**src/rtl/sds_pkg.sv**
```systemverilog
// Shared types and constants for the fourth-order second-derivative grid stencil.
// No dependencies; imported by every module of the block.
package sds_pkg;

   localparam int MAX_WIDTH   = 1024;
   localparam int SAMPLE_BITS = 16;
   localparam int LINES       = 4;
   localparam int LANE_BITS   = $clog2(LINES);
   localparam int COL_BITS    = $clog2(MAX_WIDTH);
   localparam int ROW_BITS    = 16;
   localparam int GW_BITS     = 11;
   localparam int CSR_BITS    = 16;
   localparam int CSR_IDX_BITS = 2;
   localparam int DER_BITS    = 19;
   localparam int QUO_BITS    = DER_BITS - 1;

   // exact stencil sum and the divide-by-12 datapath
   localparam int SUM_BITS    = SAMPLE_BITS + 7;
   localparam int MAG_BITS    = SUM_BITS - 1;
   localparam int QIN_BITS    = MAG_BITS - 2;
   localparam int RECIP_SHIFT = 21;
   localparam int RECIP3      = 699051;          // ceil(2^21 / 3)
   localparam int PROD_BITS   = 2 * QIN_BITS;
   localparam int DER_LIMIT   = 174763;

   localparam int STENCIL_REACH = 4;
   localparam int HALF_REACH    = 2;

   localparam int MID_DEPTH    = 4;
   localparam int MID_PTR_BITS = $clog2(MID_DEPTH);
   localparam int OUT_DEPTH    = 4;
   localparam int OUT_PTR_BITS = $clog2(OUT_DEPTH);

   localparam logic [CSR_IDX_BITS-1:0] CSR_DIRECTION   = 2'd0;
   localparam logic [CSR_IDX_BITS-1:0] CSR_GRID_WIDTH  = 2'd1;
   localparam logic [CSR_IDX_BITS-1:0] CSR_GRID_HEIGHT = 2'd2;

   typedef enum logic {
      DIR_X = 1'b0,
      DIR_Z = 1'b1
   } dir_type;

   typedef struct packed {
      logic signed [SAMPLE_BITS-1:0] a;
      logic signed [SAMPLE_BITS-1:0] b;
      logic signed [SAMPLE_BITS-1:0] c;
      logic signed [SAMPLE_BITS-1:0] d;
      logic signed [SAMPLE_BITS-1:0] e;
      logic [ROW_BITS-1:0]           row;
      logic [COL_BITS-1:0]           col;
      logic                          last;
   } op_item_type;

   typedef struct packed {
      logic signed [DER_BITS-1:0] der;
      logic [ROW_BITS-1:0]        row;
      logic [COL_BITS-1:0]        col;
      logic                       last;
   } rsp_item_type;

endpackage

```
**src/rtl/sds_back.sv**
```systemverilog
// Back end: exact stencil sum, divide by 12 with rounding, result queue.
// Credit-based issue keeps the two-stage pipe from overrunning the queue; uses sds_pkg.
module sds_back (
   input  logic                              clock,
   input  logic                              reset,
   input  logic                              in_valid,
   output logic                              in_ready,
   input  sds_pkg::op_item_type              in_item,
   output logic                              empty,
   input  logic                              pop,
   output logic signed [sds_pkg::DER_BITS-1:0] rsp_derivative,
   output logic [sds_pkg::ROW_BITS-1:0]      rsp_out_row,
   output logic [sds_pkg::COL_BITS-1:0]      rsp_out_col,
   output logic                              rsp_frame_last
);
   import sds_pkg::*;

   logic                       b1_valid_ff, b2_valid_ff;
   logic signed [SUM_BITS-1:0] sum_ff, sum_in;
   logic [ROW_BITS-1:0]        b1_row_ff, b2_row_ff;
   logic [COL_BITS-1:0]        b1_col_ff, b2_col_ff;
   logic                       b1_last_ff, b2_last_ff;
   logic [PROD_BITS-1:0]       prod_ff, prod_in;
   logic                       neg_ff;

   logic signed [SUM_BITS-1:0] ea, eb, ec, ed, ee;
   logic [SUM_BITS-1:0]        abs_sum;
   logic [MAG_BITS-1:0]        rounded;
   logic [QIN_BITS-1:0]        quarter;
   logic [QUO_BITS-1:0]        quo;
   rsp_item_type               oq_wr;

   rsp_item_type               oq_mem_ff [OUT_DEPTH];
   logic [OUT_PTR_BITS-1:0]    wr_ptr_ff, rd_ptr_ff;
   logic [OUT_PTR_BITS:0]      count_ff, count_in;
   logic [OUT_PTR_BITS:0]      pending;
   logic                       issue;
   logic                       do_pop;

   assign pending  = count_ff + (OUT_PTR_BITS+1)'(b1_valid_ff)
                   + (OUT_PTR_BITS+1)'(b2_valid_ff);
   assign in_ready = (pending < (OUT_PTR_BITS+1)'(OUT_DEPTH));
   assign issue    = in_valid && in_ready;
   assign empty    = (count_ff == '0);
   assign do_pop   = pop && !empty;

   always_comb begin
      ea     = SUM_BITS'(in_item.a);
      eb     = SUM_BITS'(in_item.b);
      ec     = SUM_BITS'(in_item.c);
      ed     = SUM_BITS'(in_item.d);
      ee     = SUM_BITS'(in_item.e);
      sum_in = ((eb + ed) <<< 4) - (ea + ee) - (ec <<< 5) + (ec <<< 1);
   end

   // round(|s| / 12) = floor(floor((|s| + 6) / 4) / 3), the /3 by reciprocal
   always_comb begin
      abs_sum = sum_ff[SUM_BITS-1] ? -sum_ff : sum_ff;
      rounded = abs_sum[MAG_BITS-1:0] + MAG_BITS'(6);
      quarter = rounded[MAG_BITS-1:2];
      prod_in = PROD_BITS'(quarter) * PROD_BITS'(RECIP3);
   end

   always_comb begin
      quo        = prod_ff[RECIP_SHIFT+QUO_BITS-1:RECIP_SHIFT];
      oq_wr.der  = neg_ff ? -$signed({1'b0, quo}) : $signed({1'b0, quo});
      oq_wr.row  = b2_row_ff;
      oq_wr.col  = b2_col_ff;
      oq_wr.last = b2_last_ff;
      count_in   = count_ff + (OUT_PTR_BITS+1)'(b2_valid_ff)
                 - (OUT_PTR_BITS+1)'(do_pop);
   end

   always_ff @(posedge clock) begin
      if (reset) begin
         b1_valid_ff <= 1'b0;
         b2_valid_ff <= 1'b0;
         wr_ptr_ff   <= '0;
         rd_ptr_ff   <= '0;
         count_ff    <= '0;
      end else begin
         b1_valid_ff <= issue;
         b2_valid_ff <= b1_valid_ff;
         count_ff    <= count_in;
         if (b2_valid_ff) begin
            wr_ptr_ff <= wr_ptr_ff + OUT_PTR_BITS'(1);
         end
         if (do_pop) begin
            rd_ptr_ff <= rd_ptr_ff + OUT_PTR_BITS'(1);
         end
      end
   end

   always_ff @(posedge clock) begin
      sum_ff     <= sum_in;
      b1_row_ff  <= in_item.row;
      b1_col_ff  <= in_item.col;
      b1_last_ff <= in_item.last;
      prod_ff    <= prod_in;
      neg_ff     <= sum_ff[SUM_BITS-1];
      b2_row_ff  <= b1_row_ff;
      b2_col_ff  <= b1_col_ff;
      b2_last_ff <= b1_last_ff;
      if (b2_valid_ff) begin
         oq_mem_ff[wr_ptr_ff] <= oq_wr;
      end
   end

   assign rsp_derivative = oq_mem_ff[rd_ptr_ff].der;
   assign rsp_out_row    = oq_mem_ff[rd_ptr_ff].row;
   assign rsp_out_col    = oq_mem_ff[rd_ptr_ff].col;
   assign rsp_frame_last = oq_mem_ff[rd_ptr_ff].last;

endmodule

```
**config.mk**
```make
export PLATFORM = sky130hd
export DESIGN_NAME = sds_back
export DESIGN_NICKNAME = d
export VERILOG_FILES = /design/src/rtl/sds_pkg.sv /design/src/rtl/sds_back.sv
export SDC_FILE = /design/constraint.sdc
export NUM_CORES = 1
export LEC_CHECK = 0
export ABC_CLOCK_PERIOD_IN_PS = 10850
export BUFFER_PORTS_ARGS = -buffer_cell sky130_fd_sc_hd__buf_2
export CAP_MARGIN = 20
export CORE_MARGIN = 2
export CORE_UTILIZATION = 50
export DETAILED_ROUTE_END_ITERATION = 6
export PLACE_DENSITY_LB_ADDON = 0.25
export SYNTH_ARGS = -nofsm -noshare
export SYNTH_HDL_FRONTEND = slang
export SYNTH_SLANG_ARGS = --single-unit
```
**constraint.sdc**
```tcl
create_clock -name clock -period 10.85 [get_ports clock]
set_input_delay 0.5425 -clock clock [delete_from_list [all_inputs] [get_ports clock]]
set_output_delay 0.5425 -clock clock [all_outputs]
set_load 0.03 [all_outputs]
```
# ---- Word level (Yosys, flattened, before mapping)
# Memories as Yosys holds them, arrays and structs flattened. A register that Yosys moved wholly into a read port is not among the register bits.
# Index checks and enable logic that the tools add are counted.
# W data, S select, Z words.
dict set report totals {
  register_bits 126
  ram_bits 184
  output_inout_bits 48
  mem_count 1
}
# name depth word_bits read_ports rd_ports_with_merged_regs wr line
set memory_table {}
lappend memory_table {oq_mem_ff 4 46 1 1 1 sds_back.sv:33} ;# rsp_item_type oq_mem_ff [OUT_DEPTH];
dict set report classes {
  add_sub_neg 14
  multipliers 1
  order_cmp 1
  muxes 6
  n_reduce_logical 4
}
# cell count
set op_table {}
lappend op_table {{$mul A20 B20 Y39 const B} 1}
lappend op_table {{$add A16 B16 Y17} 2}
lappend op_table {{$add A23 B17 Y23} 1}
lappend op_table {{$sub A22 B21 Y23} 1}
lappend op_table {{$add A22 B3 Y22 const B} 1}
lappend op_table {{$mux W22} 1}
lappend op_table {{$neg A22 Y22} 1}
lappend op_table {{$sub A21 B17 Y22} 1}
lappend op_table {{$mux W19} 1}
lappend op_table {{$neg A18 Y19} 1}
lappend op_table {{$add A3 B1 Y3} 3}
lappend op_table {{$add A2 B1 Y2 const B} 2}
lappend op_table {{$mux W2} 2}
lappend op_table {{$logic_not A3 Y1} 1}
lappend op_table {{$lt A3 B3 Y1 const B} 1}
lappend op_table {{$sub A3 B1 Y3} 1}
lappend op_table {{$logic_and A1 B1 Y1} 2}
lappend op_table {{$mux W1} 2}
lappend op_table {{$logic_not A1 Y1} 1}

# ---- Longest topological paths before layout
dict set report depth {
  ltp_word 5
  mapped_depth 33
  depth_no_buf 31
}

# ---- Least setup slack after synthesis
# OpenSTA, ideal clock, no wires.
dict set report synth_path {
  path_type {register to register}
  start {register sum_ff[22]}
  end {register prod_ff[37]}
  setup_ns 0.122
  t_arrival_ns 8.742
  t_required_ns 10.728
  setup_slack_ns 1.986
  stages_incl_launch_ff 30
  n_path_buf 3
  path_cell_list {dfxtp_1 clkbuf_1 clkbuf_1 buf_1 mux2i_1 ha_1 nand3b_1 or4_1 nand2b_1 xnor2_1 ha_1 ha_1 inv_1 fa_1 inv_1 fa_1 fa_1 fa_1 inv_1 fa_1 inv_1 ha_1 nand3_1 nand2b_1 or4_1 nor4b_1 nor2_1 o31ai_1 a2111oi_0 a311o_1}
}
dict set report synth_via {
  elab_chain_len 3
}
# item line
set synth_lines {}
lappend synth_lines {{start: declaration} sds_back.sv:19} ;# logic signed [SUM_BITS-1:0] sum_ff, sum_in;
lappend synth_lines {{start signal: assignment} sds_back.sv:95} ;# sum_ff <= sum_in;
lappend synth_lines {{$mux W22} sds_back.sv:58} ;# abs_sum = sum_ff[SUM_BITS-1] ? -sum_ff : sum_ff;
lappend synth_lines {{$add A22 B3 Y22} sds_back.sv:59} ;# rounded = abs_sum[MAG_BITS-1:0] + MAG_BITS'(6);
lappend synth_lines {{$mul A20 B20 Y39} sds_back.sv:61} ;# prod_in = PROD_BITS'(quarter) * PROD_BITS'(RECIP3);
lappend synth_lines {{net prod_in[37]} sds_back.sv:23} ;# logic [PROD_BITS-1:0] prod_ff, prod_in;
lappend synth_lines {{end signal: assignment} sds_back.sv:99} ;# prod_ff <= prod_in;
lappend synth_lines {{end: declaration} sds_back.sv:23}
# The timed path passes the listed nets, and every way through them passes these cells.
# A chain may end at the register's enable or synchronous reset.

# ---- Final worst setup path
dict set report layout_path {
  start {register sum_ff[1]}
  end {register prod_ff[37]}
}
dict set report layout_via {
  elab_chain_len 4
}
# item line
set layout_lines {}
lappend layout_lines {{$neg A22 Y22} sds_back.sv:58}
lappend layout_lines {{$mux W22 *} sds_back.sv:58}
lappend layout_lines {{$add A22 B3 Y22 *} sds_back.sv:59}
lappend layout_lines {{$mul A20 B20 Y39 *} sds_back.sv:61}
lappend layout_lines {{net prod_in[37]} sds_back.sv:23}
# The timed path passes the listed nets; every way through them passes the cells marked *.

==> impl_metrics.json <==
{
  "crit_path_top_delay_cell": "or4_1",
  "min_period_over_period": 0.919,
  "grt_max_degree": 47,
  "cts_resized": 0,
  "worstSetupStartpointType": "flip-flop",
  "die_height_um": 208,
  "worst_pin_slew_ns": 0.965,
  "maxCapViolations": 0,
  "track_usage": 0.198,
  "setup_tns_ns": 0,
  "rsz0062_at_grt": "false",
  "detail-route-antenna-nets": 0,
  "synthArstFlopShare": 0,
  "die_w_um": 208,
  "ctsHoldBuffers": 0,
  "cp.arrival_ns": 10.41,
  "grt_overflow": 0,
  "postSynthAreaPerCell_um2": 12.0,
  "rows": 74,
  "dr_total_vias": 12800,
  "pin_count": 159,
  "cts.sinks": 291,
  "mostFrequentLayoutCell": "inv_1",
  "gp_congestion": 0.931,
  "antenna_found_initial": 0,
  "n_antenna_cell": 0,
  "r2r_slack_ns": 0.87,
  "finalHoldViolCount": 0,
  "setup_viol": 0,
  "synth-seq-cells": 291,
  "synth.distinct_cells": 67,
  "die-area_mm2": 0.0433,
  "clock_skew_ns": 0.0244,
  "ys_seq_area_frac": 0.368,
  "cts_tree": "built",
  "wl_per_cell_um": 16.7,
  "crit_path_max_fanout": 16,
  "crit_path_end_kind": "flip-flop",
  "slew_headroom": 0.357,
  "core-area_mm2": 0.0410,
  "status": "complete, no violations",
  "fillCellCount": 3468,
  "first_pass_iters": 6,
  "crit_type": "reg -> reg",
  "route.detailed.drc": 0,
  "ys.flop_type": "edfxtp_1",
  "synth_edf_count": 184,
  "yosys_warnings": 0,
  "path_clk_slew_ns": 0.06,
  "syn_inst": 1737,
  "synth_nets": 2273,
  "dp_hpwl_um": 32900,
  "multiInputGateArea_mm2": 0.0117,
  "clock_path_buffers": 3,
  "hold_ws_ns": 0.0849,
  "register_area_mm2": 0.00767,
  "viasPerCell": 5.20,
  "clk_latency_ns": 0.56,
  "cts_setup_buffers": 0,
  "required_ns": 11.28,
  "cts_buffers": 29,
  "final_cell_mix": "inv_1, ha_1, fa_1",
  "grt_pass1_vias": 13800,
  "clockRootBuffer": "clkbuf_16",
  "hold_class": "in -> reg",
  "critPathMaxStageDelay_ns": 0.63,
  "finalNetCount": 2440,
  "start_util": 0.508,
  "post-route-util": 0.566,
  "slew_viol_final": 0,
  "min_period_ns": 9.98,
  "grt_pass1_wl_um": 69000,
  "drt_first_iter_violations": 600,
  "fmax_mhz": 100,
  "port_buffers": 158,
  "drive_gt1_frac": 0.146,
  "wl_um": 41100,
  "cts.htree.levels": 1,
  "syn_to_final_growth_pct": 11.4,
  "netlist_area_mm2": 0.0208
}
[metrics by stage]
stage                     instance area (um^2)  setup WS (ns)  std cells
after floorplan                          20800           1.99       1737
after global placement                   22300           1.16       2405
after detailed placement                 22300          0.800       2405
after CTS                                23200          0.785       2459
after global routing                     23200          0.274       2459
final                                    23200          0.873       2459
[critical path: cells and delay by family (launching register included)]
family	cells	cell delay (ns)
flip-flops	1	0.45
AO/OA/AOI/OAI	3	1.17
XOR/XNOR	2	0.80
adder cells (fa/ha/maj)	10	4.21
buffers and inverters	5	0.26
AND/OR/NAND/NOR	9	2.96
[state kept, by name, indices dropped and copies added, names as in the netlist, named ones only]
signal       count
neg_ff           1
b2_last_ff       1
count_ff         3
prod_ff         18
oq_mem_ff      184
rd_ptr_ff        2
b2_valid_ff      1
b1_row_ff       16
b1_col_ff       10
sum_ff          23
wr_ptr_ff        2
b1_last_ff       1
b2_row_ff       16
b2_col_ff       10
b1_valid_ff      1
[logic make-up (layout without fill, tap and decap cells)]
| family | count (synthesis) | in the layout | synth area share |
|---|---|---|---|
| buffers and inverters | 389 | 579 | 0.0701 |
| multiplexers | 51 | 51 | 0.0522 |
| flip-flops | 291 | 291 | 0.368 |
| XOR/XNOR | 125 | 125 | 0.0539 |
| adder cells (fa/ha/maj) | 425 | 425 | 0.324 |
| AO/OA/AOI/OAI | 223 | 223 | 0.0713 |
| AND/OR/NAND/NOR | 233 | 233 | 0.0604 |
[final timing paths]
kind,endpoint,depth (start not counted),startpoint
max reg2reg,prod_ff[37]$_DFF_P_,29,sum_ff[1]$_DFF_P_
min,b1_row_ff[13]$_DFF_P_,1,in_item[24]
max,prod_ff[37]$_DFF_P_,29,sum_ff[1]$_DFF_P_
min reg2reg,b2_col_ff[3]$_DFF_P_,0,b1_col_ff[3]$_DFF_P_
[per-layer routing]
metal	global-route usage	routed length [um]
met5	0	0
met3	0.0299	1580
met2	0.351	20300
met1	0.252	18200
met4	0.0536	1020
[cells in the mapped netlist (all sizes together), types with 29 or more instances]
cell,count,area (um^2)
xnor2,77,674
nor2,52,195
a21o,29,218
xor2,46,403
fa,191,3820
mux4,46,1040
edfxtp,184,5530
ha,234,2930
o21ai,42,210
nand2,40,150
dfxtp,107,2140
inv,356,1340
a21oi,54,270
[layout make-up]
class / count / share of cell area
clock buffers: 42 / 0.0378
clock inverters: 12 / 0.00350
inverters: 356 / 0.0576
multi-input cells: 1057 / 0.504
flip-flops and latches: 291 / 0.330
well taps: 532 / 0.0287
repair buffers: 169 / 0.0376
Power is not shown: default switching activity piles up to over one toggle a cycle in this logic, so the estimate is an artifact.
