<file path="src/rtl/sds_pkg.sv">
// Shared types and constants for the fourth-order second-derivative grid stencil.
// No dependencies; imported by every module of the block.
package sds_pkg;

   localparam int MAX_WIDTH   = 1024;
   localparam int SAMPLE_BITS = 16;
   localparam int LINES       = 4;
   localparam int LANE_BITS   = $clog2(LINES);
   localparam int COL_BITS    = $clog2(MAX_WIDTH);
   localparam int ROW_BITS    = 16;
   localparam int GW_BITS     = 11;
   localparam int CSR_BITS    = 16;
   localparam int CSR_IDX_BITS = 2;
   localparam int DER_BITS    = 19;
   localparam int QUO_BITS    = DER_BITS - 1;

   // exact stencil sum and the divide-by-12 datapath
   localparam int SUM_BITS    = SAMPLE_BITS + 7;
   localparam int MAG_BITS    = SUM_BITS - 1;
   localparam int QIN_BITS    = MAG_BITS - 2;
   localparam int RECIP_SHIFT = 21;
   localparam int RECIP3      = 699051;          // ceil(2^21 / 3)
   localparam int PROD_BITS   = 2 * QIN_BITS;
   localparam int DER_LIMIT   = 174763;

   localparam int STENCIL_REACH = 4;
   localparam int HALF_REACH    = 2;

   localparam int MID_DEPTH    = 4;
   localparam int MID_PTR_BITS = $clog2(MID_DEPTH);
   localparam int OUT_DEPTH    = 4;
   localparam int OUT_PTR_BITS = $clog2(OUT_DEPTH);

   localparam logic [CSR_IDX_BITS-1:0] CSR_DIRECTION   = 2'd0;
   localparam logic [CSR_IDX_BITS-1:0] CSR_GRID_WIDTH  = 2'd1;
   localparam logic [CSR_IDX_BITS-1:0] CSR_GRID_HEIGHT = 2'd2;

   typedef enum logic {
      DIR_X = 1'b0,
      DIR_Z = 1'b1
   } dir_type;

   typedef struct packed {
      logic signed [SAMPLE_BITS-1:0] a;
      logic signed [SAMPLE_BITS-1:0] b;
      logic signed [SAMPLE_BITS-1:0] c;
      logic signed [SAMPLE_BITS-1:0] d;
      logic signed [SAMPLE_BITS-1:0] e;
      logic [ROW_BITS-1:0]           row;
      logic [COL_BITS-1:0]           col;
      logic                          last;
   } op_item_type;

   typedef struct packed {
      logic signed [DER_BITS-1:0] der;
      logic [ROW_BITS-1:0]        row;
      logic [COL_BITS-1:0]        col;
      logic                       last;
   } rsp_item_type;

endpackage

</file>
<file path="src/rtl/sds_mid_queue.sv">
// Short operand queue between the front end and the arithmetic back end.
// Depends on sds_pkg for the operand item type.
module sds_mid_queue (
   input  logic                 clock,
   input  logic                 reset,
   input  logic                 in_valid,
   output logic                 in_ready,
   input  sds_pkg::op_item_type in_item,
   output logic                 out_valid,
   input  logic                 out_ready,
   output sds_pkg::op_item_type out_item
);
   import sds_pkg::*;

   op_item_type              mem_ff [MID_DEPTH];
   logic [MID_PTR_BITS-1:0]  wr_ptr_ff, wr_ptr_in;
   logic [MID_PTR_BITS-1:0]  rd_ptr_ff, rd_ptr_in;
   logic [MID_PTR_BITS:0]    count_ff, count_in;
   logic                     do_push;
   logic                     do_pop;

   assign in_ready  = (count_ff != (MID_PTR_BITS+1)'(MID_DEPTH));
   assign out_valid = (count_ff != '0);
   assign out_item  = mem_ff[rd_ptr_ff];
   assign do_push   = in_valid && in_ready;
   assign do_pop    = out_valid && out_ready;

   always_comb begin
      wr_ptr_in = do_push ? wr_ptr_ff + MID_PTR_BITS'(1) : wr_ptr_ff;
      rd_ptr_in = do_pop ? rd_ptr_ff + MID_PTR_BITS'(1) : rd_ptr_ff;
      count_in  = count_ff + (MID_PTR_BITS+1)'(do_push) - (MID_PTR_BITS+1)'(do_pop);
   end

   always_ff @(posedge clock) begin
      if (reset) begin
         wr_ptr_ff <= '0;
         rd_ptr_ff <= '0;
         count_ff  <= '0;
      end else begin
         wr_ptr_ff <= wr_ptr_in;
         rd_ptr_ff <= rd_ptr_in;
         count_ff  <= count_in;
      end
   end

   always_ff @(posedge clock) begin
      if (do_push) begin
         mem_ff[wr_ptr_ff] <= in_item;
      end
   end

endmodule

</file>
<file path="config.mk">
export PLATFORM = sky130hd
export DESIGN_NAME = sds_mid_queue
export DESIGN_NICKNAME = d
export VERILOG_FILES = /design/src/rtl/sds_pkg.sv /design/src/rtl/sds_mid_queue.sv
export SDC_FILE = /design/constraint.sdc
export NUM_CORES = 1
export LEC_CHECK = 0
export ABC_AREA = 1
export BUFFER_PORTS_ARGS = -buffer_cell sky130_fd_sc_hd__buf_2
export CAP_MARGIN = 30
export CORE_MARGIN = 2
export CORE_UTILIZATION = 45
export CTS_CLUSTER_DIAMETER = 40
export DETAILED_ROUTE_END_ITERATION = 10
export REMOVE_ABC_BUFFERS = 1
export SYNTH_ARGS = -nofsm -noshare
export SYNTH_HDL_FRONTEND = slang
export SYNTH_SLANG_ARGS = --single-unit
</file>
<file path="constraint.sdc">
create_clock -name clock -period 17.8 [get_ports clock]
set_clock_uncertainty 0.15 [all_clocks]
set_input_delay 4.45 -clock clock [delete_from_list [all_inputs] [get_ports clock]]
set_output_delay 4.45 -clock clock [all_outputs]
set_load 0.005 [all_outputs]
</file>
[After elaboration in Yosys (flattened, before gate mapping)]
Memories as Yosys holds them, arrays and structs flattened. A register that Yosys moved wholly into a read port is not among the register bits.
Cells that the tools add are included.
Storage, ports and cells
  memories kept: 1
  input port bits: 111
  memory bits (read-only): 0
  RAM bits: 428
  output and inout bits: 109
  flip-flop bits (word level): 7
  bits in latches: 0
  word-level logic and storage cells: 16
Memories
  mem_ff: depth 4, bits a word 107, read ports 1, clocked after Yosys merged registers in 1, write ports 1, RTL line sds_mid_queue.sv:15  | op_item_type mem_ff [MID_DEPTH];
Operators by class
  reduce and logical (&&, ||, !) cells: 3
  magnitude comparators: 0
  add/sub/neg operators: 4
  shifts and indexed selects: 0
  $mul: 0
  eq/ne operators: 1
  div/mod/pow operators: 0
  bitwise operators: 0
  multiplexer cells: 4
Operator list (count)
  $add 2x1->2 const B: 2
  $mux 2: 2
  $add 3x1->3: 1
  $ne 3x3->1 const B: 1
  $reduce_bool 3->1: 1
  $sub 3x1->3: 1
  $logic_and 1x1->1: 2
  $mux 1: 2

[Depth between registers and ports, before layout]
Gate-level depths: netlist of the first run.
  depth after elaboration: 4
  depth in mapped cells: 10
  mapped depth without buffers: 10

[Least setup slack after synthesis of the first run]
OpenSTA, ideal clock, no wires.
  path type: input -> register
  start point: in in_valid
  end point: mem mem_ff[0][0] (netlist bit) (enable)
  arrival: 9.021 ns
  buffers on the path: 0
  library setup time: 0.574 ns
  stages on the path: 2
  required time: 17.076 ns
  slack: 8.055 ns
  cell sequence: nand2_1 nor2_1
Between the ends
  cells in the longest elaborated chain, start to end: 3
Ends and longest elaborated chain
  start, declared: RTL line sds_mid_queue.sv:6  | input logic in_valid,
  $logic_and 1x1->1: RTL line sds_mid_queue.sv:25  | assign do_push = in_valid && in_ready;
  $mux 1: RTL line sds_mid_queue.sv:47  | if (do_push) begin
  $mux 1 (implied by the code): RTL line sds_mid_queue.sv:48  | mem_ff[wr_ptr_ff] <= in_item;
  end, declared: RTL line sds_mid_queue.sv:15
No other way between the ends.

==> flow_summary.yaml, run 1 <==
synthesis:
  synth_common_cells: "428 x edfxtp_1, 227 x nor2_1, 200 x o21ai_0"
  netlist_top_cells_area: "edfxtp_1 79%, o21ai_0 6.1%, nor2_1 5.2%, o22ai_1 4.1%, buf_6 1.2%"
  synth_area_um2: 16300
  synth_top_family_by_area: "compound AO/OA/AOI/OAI gates"
  synth_edf_count: 428
  synthMuxAreaShare_pct: 0
  synth_fa_ha_area_share_pct: 0.582
  avgSynthCellArea_um2: 14.8
  ys_async_sr_fraction_pct: 0
  yosysUniqueCellTypes: 21
  yosys.cell_count.top_type: "edfxtp_1"
  synth-compound-area-share_pct: 10.9
  synth-simple-area-share_pct: 5.59
  yosysSeqAreaShare_pct: 79.8
  synth.top_cell.area_share_pct: 78.7
  syn_inst: 1100
  ys_seq_elements: 437
  synth_ff_type: "edfxtp_1"
  synthXorXnorAreaFrac_pct: 0
  yosysWarnings: 0
  yosysTopAreaCell: "edfxtp_1"
pwr:
  internal_power_mw: 2.14
  vdd_ir_drop_max_mv: 0.108
  total_leakage_power_nw: 6.95
  power_mw: 2.98
  pwr-share-clk_pct: 38.4
  p_sw_mw: 0.832
  power.share.switching_pct: 28.0
  pwr-share-comb_pct: 18.1
  pwr-share-seq_pct: 43.5
  p_per_area_nw_per_um2: 151
floorplan:
  io_pins: 220
  fp-row-count: 69
  die_y_um: 194
  initial_utilization_pct: 45.8
  core_area_um2: 35700
  dieArea_um2: 37800
  die_w_um: 194
clock_network:
  clkSlewWorstSetupHoldPaths_ns: 0.05
  cts_setup_buffers: 0
  cts_made_buffers: 56
  hold_buffers: 0
  clock_latency_ns: 0.59
  cts_resized: 0
  cts_tree: "yes"
  clockBufferDepth: 3
  clockRootBuffer: "clkbuf_16"
  h-tree-depth: 2
  cts_sinks: 437
placement:
  placed_area_um2: 17800
  io_buffers: 219
  gp_congestion: 0.706
  dp.cells: 1728
  place.detailed.hpwl_um: 19000
  pre_cts_ws_ns: 10.53
timing:
  rsz0062_at_grt: "false"
  worst_slack_ns: 10.05
  finalCritPeriodShare_pct: 43.5
  tightest_slew_ns: 0.814
  finalSetupViolCount: 0
  fmax_mhz: 129
  finalHoldViolCount: 0
  fin_crit_ns: 7.75
  fin_setup_tns_ns: 0
  slew_viol_final: 0
  slew_headroom_pct: 45.8
layout:
  layout.cells.non_filler: 1837
  finalInstanceArea_um2: 19800
  drive_gt1_share_pct: 24.9
  nets: 1443
  area_delta_synth_final_pct: 21.0
setup_path:
  crit_path_end_kind: "primary output"
  crit_type: "flop to primary output"
  start_kind: "flop"
  cp_data_required_time_ns: 13.20
  cp.arrival_ns: 3.15
  crit_fanout: 107
drt:
  ant_nets: 0
  wl_per_cell_um: 19.1
  drt-met1-wl_um: 15200
  wl_met2_um: 16700
  vias: 9718
  highest_layer: "met5"
  firstDrtPassIters: 5
  via_per_inst: 5.29
  drc_errors: 0
  wl_met3_um: 2390
  drt_iter0_drc: 697
  postRouteWirelength_um: 35100
run_status:
  status: "completed"
grt:
  grt_pass1_vias: 9459
  grt_pass1_wl_um: 54000
  grt_max_degree: 108
  grt-ovfl-total: 0
  antenna_found_initial: 6
  gr-usage-all-layers_pct: 18.5
min_path:
  hp-class: "flop to flop"
job:
  maxCapViolCount: 0
kinds of logic after synthesis:
logic type	count (synthesis)
flip-flops	437
AO/OA/AOI/OAI	328
AND/OR/NAND/NOR	242
buffers and inverters	86
adder cells (fa/ha/maj)	7
worst max-delay path, cell delays in order, from the launching register on:
cell,delay [ns]
dfxtp_4,0.54
inv_6,0.63
buf_4,0.40
buf_16,0.31
o21ai_0,0.13
o22ai_1,0.26
buf_2,0.17
cell usage in the layout, fill, tap and decap left out, types with 5 or more instances in the layout:
master      count
inv_8           5
nor2_1        223
dfxtp_1         7
edfxtp_1      428
clkinvlp_4      6
o21ai_1        15
clkbuf_16      56
buf_4          15
buf_2         219
o21ai_0       200
ha_1            6
o22ai_1       107
bufinv_16       8
clkinv_2       12
nand2_1        12
inv_1          14
clkinv_4        5
diode_2         5
through the flow:
stage / hold slack, ns / util (%)
6_report: 0.338 / 55.4
5_1_grt: 0.379 / 55.4
4_1_cts: 0.339 / 55.4
3_5_place_dp: 0.327 / 49.9
3_3_place_gp: 0.313 / 49.7
2_1_floorplan: 0.298 / -
power by group through the flow:
stage,Clock (mW),Sequential [mW],Combinational [mW]
floorplan,0,1.34,0.265
global placement,0,1.31,0.530
detailed placement,0,1.32,0.548
CTS,1.17,1.30,0.550
global route,1.21,1.30,0.604
finish,1.14,1.29,0.538
worst paths after layout:
path | cells after the start | end | startpoint | slack [ns]
worst max-delay path | 6 | out_item[85] | flop | 10.05
worst min-delay path | 2 | rd_ptr_ff[0]$_SDFFE_PP0P_ | rd_ptr_ff[0]$_SDFFE_PP0P_ | 0.34
worst max register to register | 7 | mem_ff[0][34]$_DFFE_PP_ | count_ff[1]$_SDFF_PP0_ | 14.81
worst min register to register | 2 | rd_ptr_ff[0]$_SDFFE_PP0P_ | rd_ptr_ff[0]$_SDFFE_PP0P_ | 0.34
final cells by class:
type / instances / area (um^2)
well taps: 461 / 577
clock inverters: 45 / 538
inverters: 16 / 66.3
clock buffers: 59 / 1410
repair buffers: 237 / 1290
diodes: 5 / 12.5
flip-flops and latches: 437 / 13000
fillers: 2912 / 15900
multi-input cells: 577 / 2820
registers in the layout, indices dropped and copies added (netlist names), named ones only:
register	cells
mem_ff	428
rd_ptr_ff	2
count_ff	3
wr_ptr_ff	2
layer usage:
metal,track usage [%],vias up
met2,29.9,267
met4,6.13,4
met1,24.7,4753
li1,-,4630
met3,4.60,64
met5,0,-
Note: power is estimated with default switching activity, not from simulation.
==> run 2, diff against run 1 <==
--- a/config.mk
+++ b/config.mk
@@ -5,7 +5,7 @@
 export SDC_FILE = /design/constraint.sdc
 export NUM_CORES = 1
 export LEC_CHECK = 0
-export ABC_AREA = 1
+export ABC_AREA = 0
 export BUFFER_PORTS_ARGS = -buffer_cell sky130_fd_sc_hd__buf_2
 export CAP_MARGIN = 30
 export CORE_MARGIN = 2
==> constraint.sdc (replaced) <==
create_clock -name clock -period 7.14 [get_ports clock]
set_clock_uncertainty 0.15 [all_clocks]
set_input_delay 1.785 -clock clock [delete_from_list [all_inputs] [get_ports clock]]
set_output_delay 1.785 -clock clock [all_outputs]
set_load 0.005 [all_outputs]
==> run 2 against run 1 <==
Effect of this change:
- sequential share of layout area rose by 2.3 points
- final area fell by 3.4%
- worst hold slack improved by 0.056 ns
- global-route usage fell by 1.8 points
- clock power rose by 100%
- combinational power rose to 2.6 times the previous value
- die area fell by 2.7%
- synthesized cell count fell by 45%
- clock-buffer cell count did not move
- critical endpoint is now out_item[63]
- largest power group unchanged
==> flow_summary.yaml, run 2 <==
setup_path:
  reg2reg_slack_ns: 4.05
  crit_fanout: 63
  start_kind: "flop"
  cp_num_buf_inv: 2
  slowest_stage: "dfxtp_4"
  timing.rr.start: "count_ff[1]$_SDFF_PP0_"
  cp.arrival_ns: 2.86
  cp_data_required_time_ns: 5.20
  crit_end: "out_item[63]"
  cp_top_family: "flip-flops"
  r2r_end: "mem_ff[0][38]$_DFFE_PP_"
  slowest_delay_ns: 0.96
  crit_path_end_kind: "primary output"
  cp_cell_sequence: "buf_4, mux4_2, buf_2"
  crit_type: "flop to primary output"
  rr_worst_depth: 5
  path_depth: 3
pwr:
  internal_power_mw: 5.20
  p_sw_mw: 1.75
  total_leakage_power_nw: 6.39
  vdd_ir_drop_max_mv: 0.249
  power.share.switching_pct: 25.2
  pwr-share-comb_pct: 20.2
  p_per_area_nw_per_um2: 364
  power_mw: 6.96
  pwr-share-seq_pct: 46.9
  pwr-share-clk_pct: 32.9
run_status:
  status: "completed"
placement:
  io_buffers: 219
  place.detailed.hpwl_um: 19000
  dp.cells: 1267
  gp_congestion: 0.708
synthesis:
  yosysSeqAreaShare_pct: 82.0
  synth_edf_count: 428
  syn_inst: 608
  synth_area_um2: 15900
  yosysUniqueCellTypes: 24
  avgSynthCellArea_um2: 26.1
  synth.top_cell.area_share_pct: 80.9
  yosysWarnings: 0
  synth_common_cells: "428 x edfxtp_1, 107 x mux4_2, 12 x buf_2"
  yosys.cell_count.top_type: "edfxtp_1"
  yosysTopAreaCell: "edfxtp_1"
  ys_seq_elements: 437
  ys_async_sr_fraction_pct: 0
  synth_ff_type: "edfxtp_1"
  netlist_top_cells_area: "edfxtp_1 81%, mux4_2 15%, dfxtp_1 1.1%, ha_1 0.47%, buf_2 0.38%"
layout:
  drive_gt1_share_pct: 46.2
  regMostFlops: "mem_ff"
  top_regs: "mem_ff x428, count_ff x3"
  regArea_um2: 13000
  nets: 981
  layout.cells.non_filler: 1356
  largest_register_ffs: 428
  final_common_cell: "edfxtp_1"
  fillers: 2601
  final_cell_mix: "428 x edfxtp_1, 219 x buf_2, 107 x mux4_2"
  area_delta_synth_final_pct: 20.1
  multi_input_area_um2: 2680
timing:
  slew_viol_final: 0
  finalHoldViolCount: 0
  tightest_slew_ns: 0.959
  rsz0062_at_grt: "false"
  fmax_mhz: 209
  fin_setup_tns_ns: 0
  slew_headroom_pct: 36.1
  finalSetupViolCount: 0
  finalCritPeriodShare_pct: 67.1
  fin_crit_ns: 4.79
grt:
  antenna_found_initial: 10
  gr-usage-all-layers_pct: 16.7
  grt-ovfl-total: 0
  grt_pass1_wl_um: 45300
  grt_pass1_vias: 7648
  grt_max_degree: 65
clock_network:
  cts_tree: "yes"
  clockBufferDepth: 3
  cts_sinks: 437
  cts_resized: 0
  cts_setup_buffers: 0
  cts_made_buffers: 48
  clock_latency_ns: 0.55
  h-tree-depth: 2
  clockRootBuffer: "clkbuf_16"
  hold_buffers: 0
  clkSlewWorstSetupHoldPaths_ns: 0.05
drt:
  ant_nets: 0
  postRouteWirelength_um: 30400
  firstDrtPassIters: 4
  drt_iter0_drc: 511
  drc_errors: 0
  vias: 7133
  via_per_inst: 5.26
  wl_per_cell_um: 22.4
min_path:
  hp-class: "flop to flop"
floorplan:
  fp-row-count: 68
  die_y_um: 192
  initial_utilization_pct: 45.9
  dieArea_um2: 36800
  die_w_um: 192
  io_pins: 220
  core_area_um2: 34600
job:
  maxCapViolCount: 0
## run 2: cell count changes after synthesis, moves of 9 or more
| cell | before | now |
|---|---|---|
| clkbuf_1 | 36 | 8 |
| nor2_1 | 227 | 8 |
| o21ai_1 | 15 | 0 |
| o22ai_1 | 107 | 0 |
| o21ai_0 | 200 | 0 |
| nand2_1 | 12 | 1 |
| buf_6 | 18 | 1 |
| inv_1 | 14 | 5 |
| mux4_2 | 0 | 107 |
## run 2: layout make-up
class | instances | share of cell area [%]
clock buffers | 59 | 6.62
well taps | 455 | 2.98
multi-input cells | 141 | 14.1
repair buffers | 230 | 6.73
flip-flops and latches | 437 | 68.3
inverters | 5 | 0.0983
clock inverters | 27 | 1.17
diodes | 2 | 0.0262
## run 2: power by group through the flow
stage               Clock [mW]  Combinational (mW)  Sequential (mW)
floorplan                    0               0.808             3.41
detailed placement           0                1.45             3.32
global placement             0                1.35             3.36
CTS                       2.35                1.45             3.27
finish                    2.29                1.41             3.26
global route              2.44                1.54             3.29
## run 2: logic make-up (layout without fill, tap and decap cells)
group	count (synthesis)	in the layout	synth area share, %
compound gates	3	3	0.158
xor+xnor	3	3	0.165
fa+ha+maj	7	7	0.599
buf+inv	30	321	1.13
flops	437	437	82.0
mux	109	109	15.3
other cells	0	2	0
simple gates	19	19	0.599
## run 2: worst min-delay path, delay by kind of cell, from the launching register on
kind	cells	cell delay [ns]
and+or+nand+nor	1	0.09
DFF	1	0.34
muxes	1	0.06
## run 2: metal layers
layer | GRT usage, % | up-vias | part of all wire [%]
li1 | - | 3144 | -
met1 | 22.1 | 3694 | 41
met2 | 26.5 | 211 | 48
met3 | 5.30 | 68 | 8.0
met4 | 5.18 | 16 | 2.3
met5 | 0 | - | 0.28
## run 2: worst min path at each step
stage,slack [ns],start,depth (start not counted),endpoint
3_5_place_dp,0.38,wr_ptr_ff[1]$_SDFFE_PP0P_,2,wr_ptr_ff[1]$_SDFFE_PP0P_
4_1_cts,0.39,wr_ptr_ff[1]$_SDFFE_PP0P_,2,wr_ptr_ff[1]$_SDFFE_PP0P_
3_3_place_gp,0.34,wr_ptr_ff[1]$_SDFFE_PP0P_,2,wr_ptr_ff[1]$_SDFFE_PP0P_
6_report,0.39,wr_ptr_ff[1]$_SDFFE_PP0P_,2,wr_ptr_ff[1]$_SDFFE_PP0P_
5_1_grt,0.43,wr_ptr_ff[1]$_SDFFE_PP0P_,2,wr_ptr_ff[1]$_SDFFE_PP0P_
2_1_floorplan,0.33,wr_ptr_ff[1]$_SDFFE_PP0P_,2,wr_ptr_ff[1]$_SDFFE_PP0P_
## run 2: per-stage QoR
step,hold slack (ns),setup WS (ns),cell area [um^2],util (%)
floorplan,0.331,0.0965,15700,-
global placement,0.341,2.64,17500,50.4
detailed placement,0.385,2.52,17600,50.7
CTS,0.392,2.24,19100,55.0
global route,0.426,2.17,19100,55.1
finish,0.394,2.35,19100,55.1
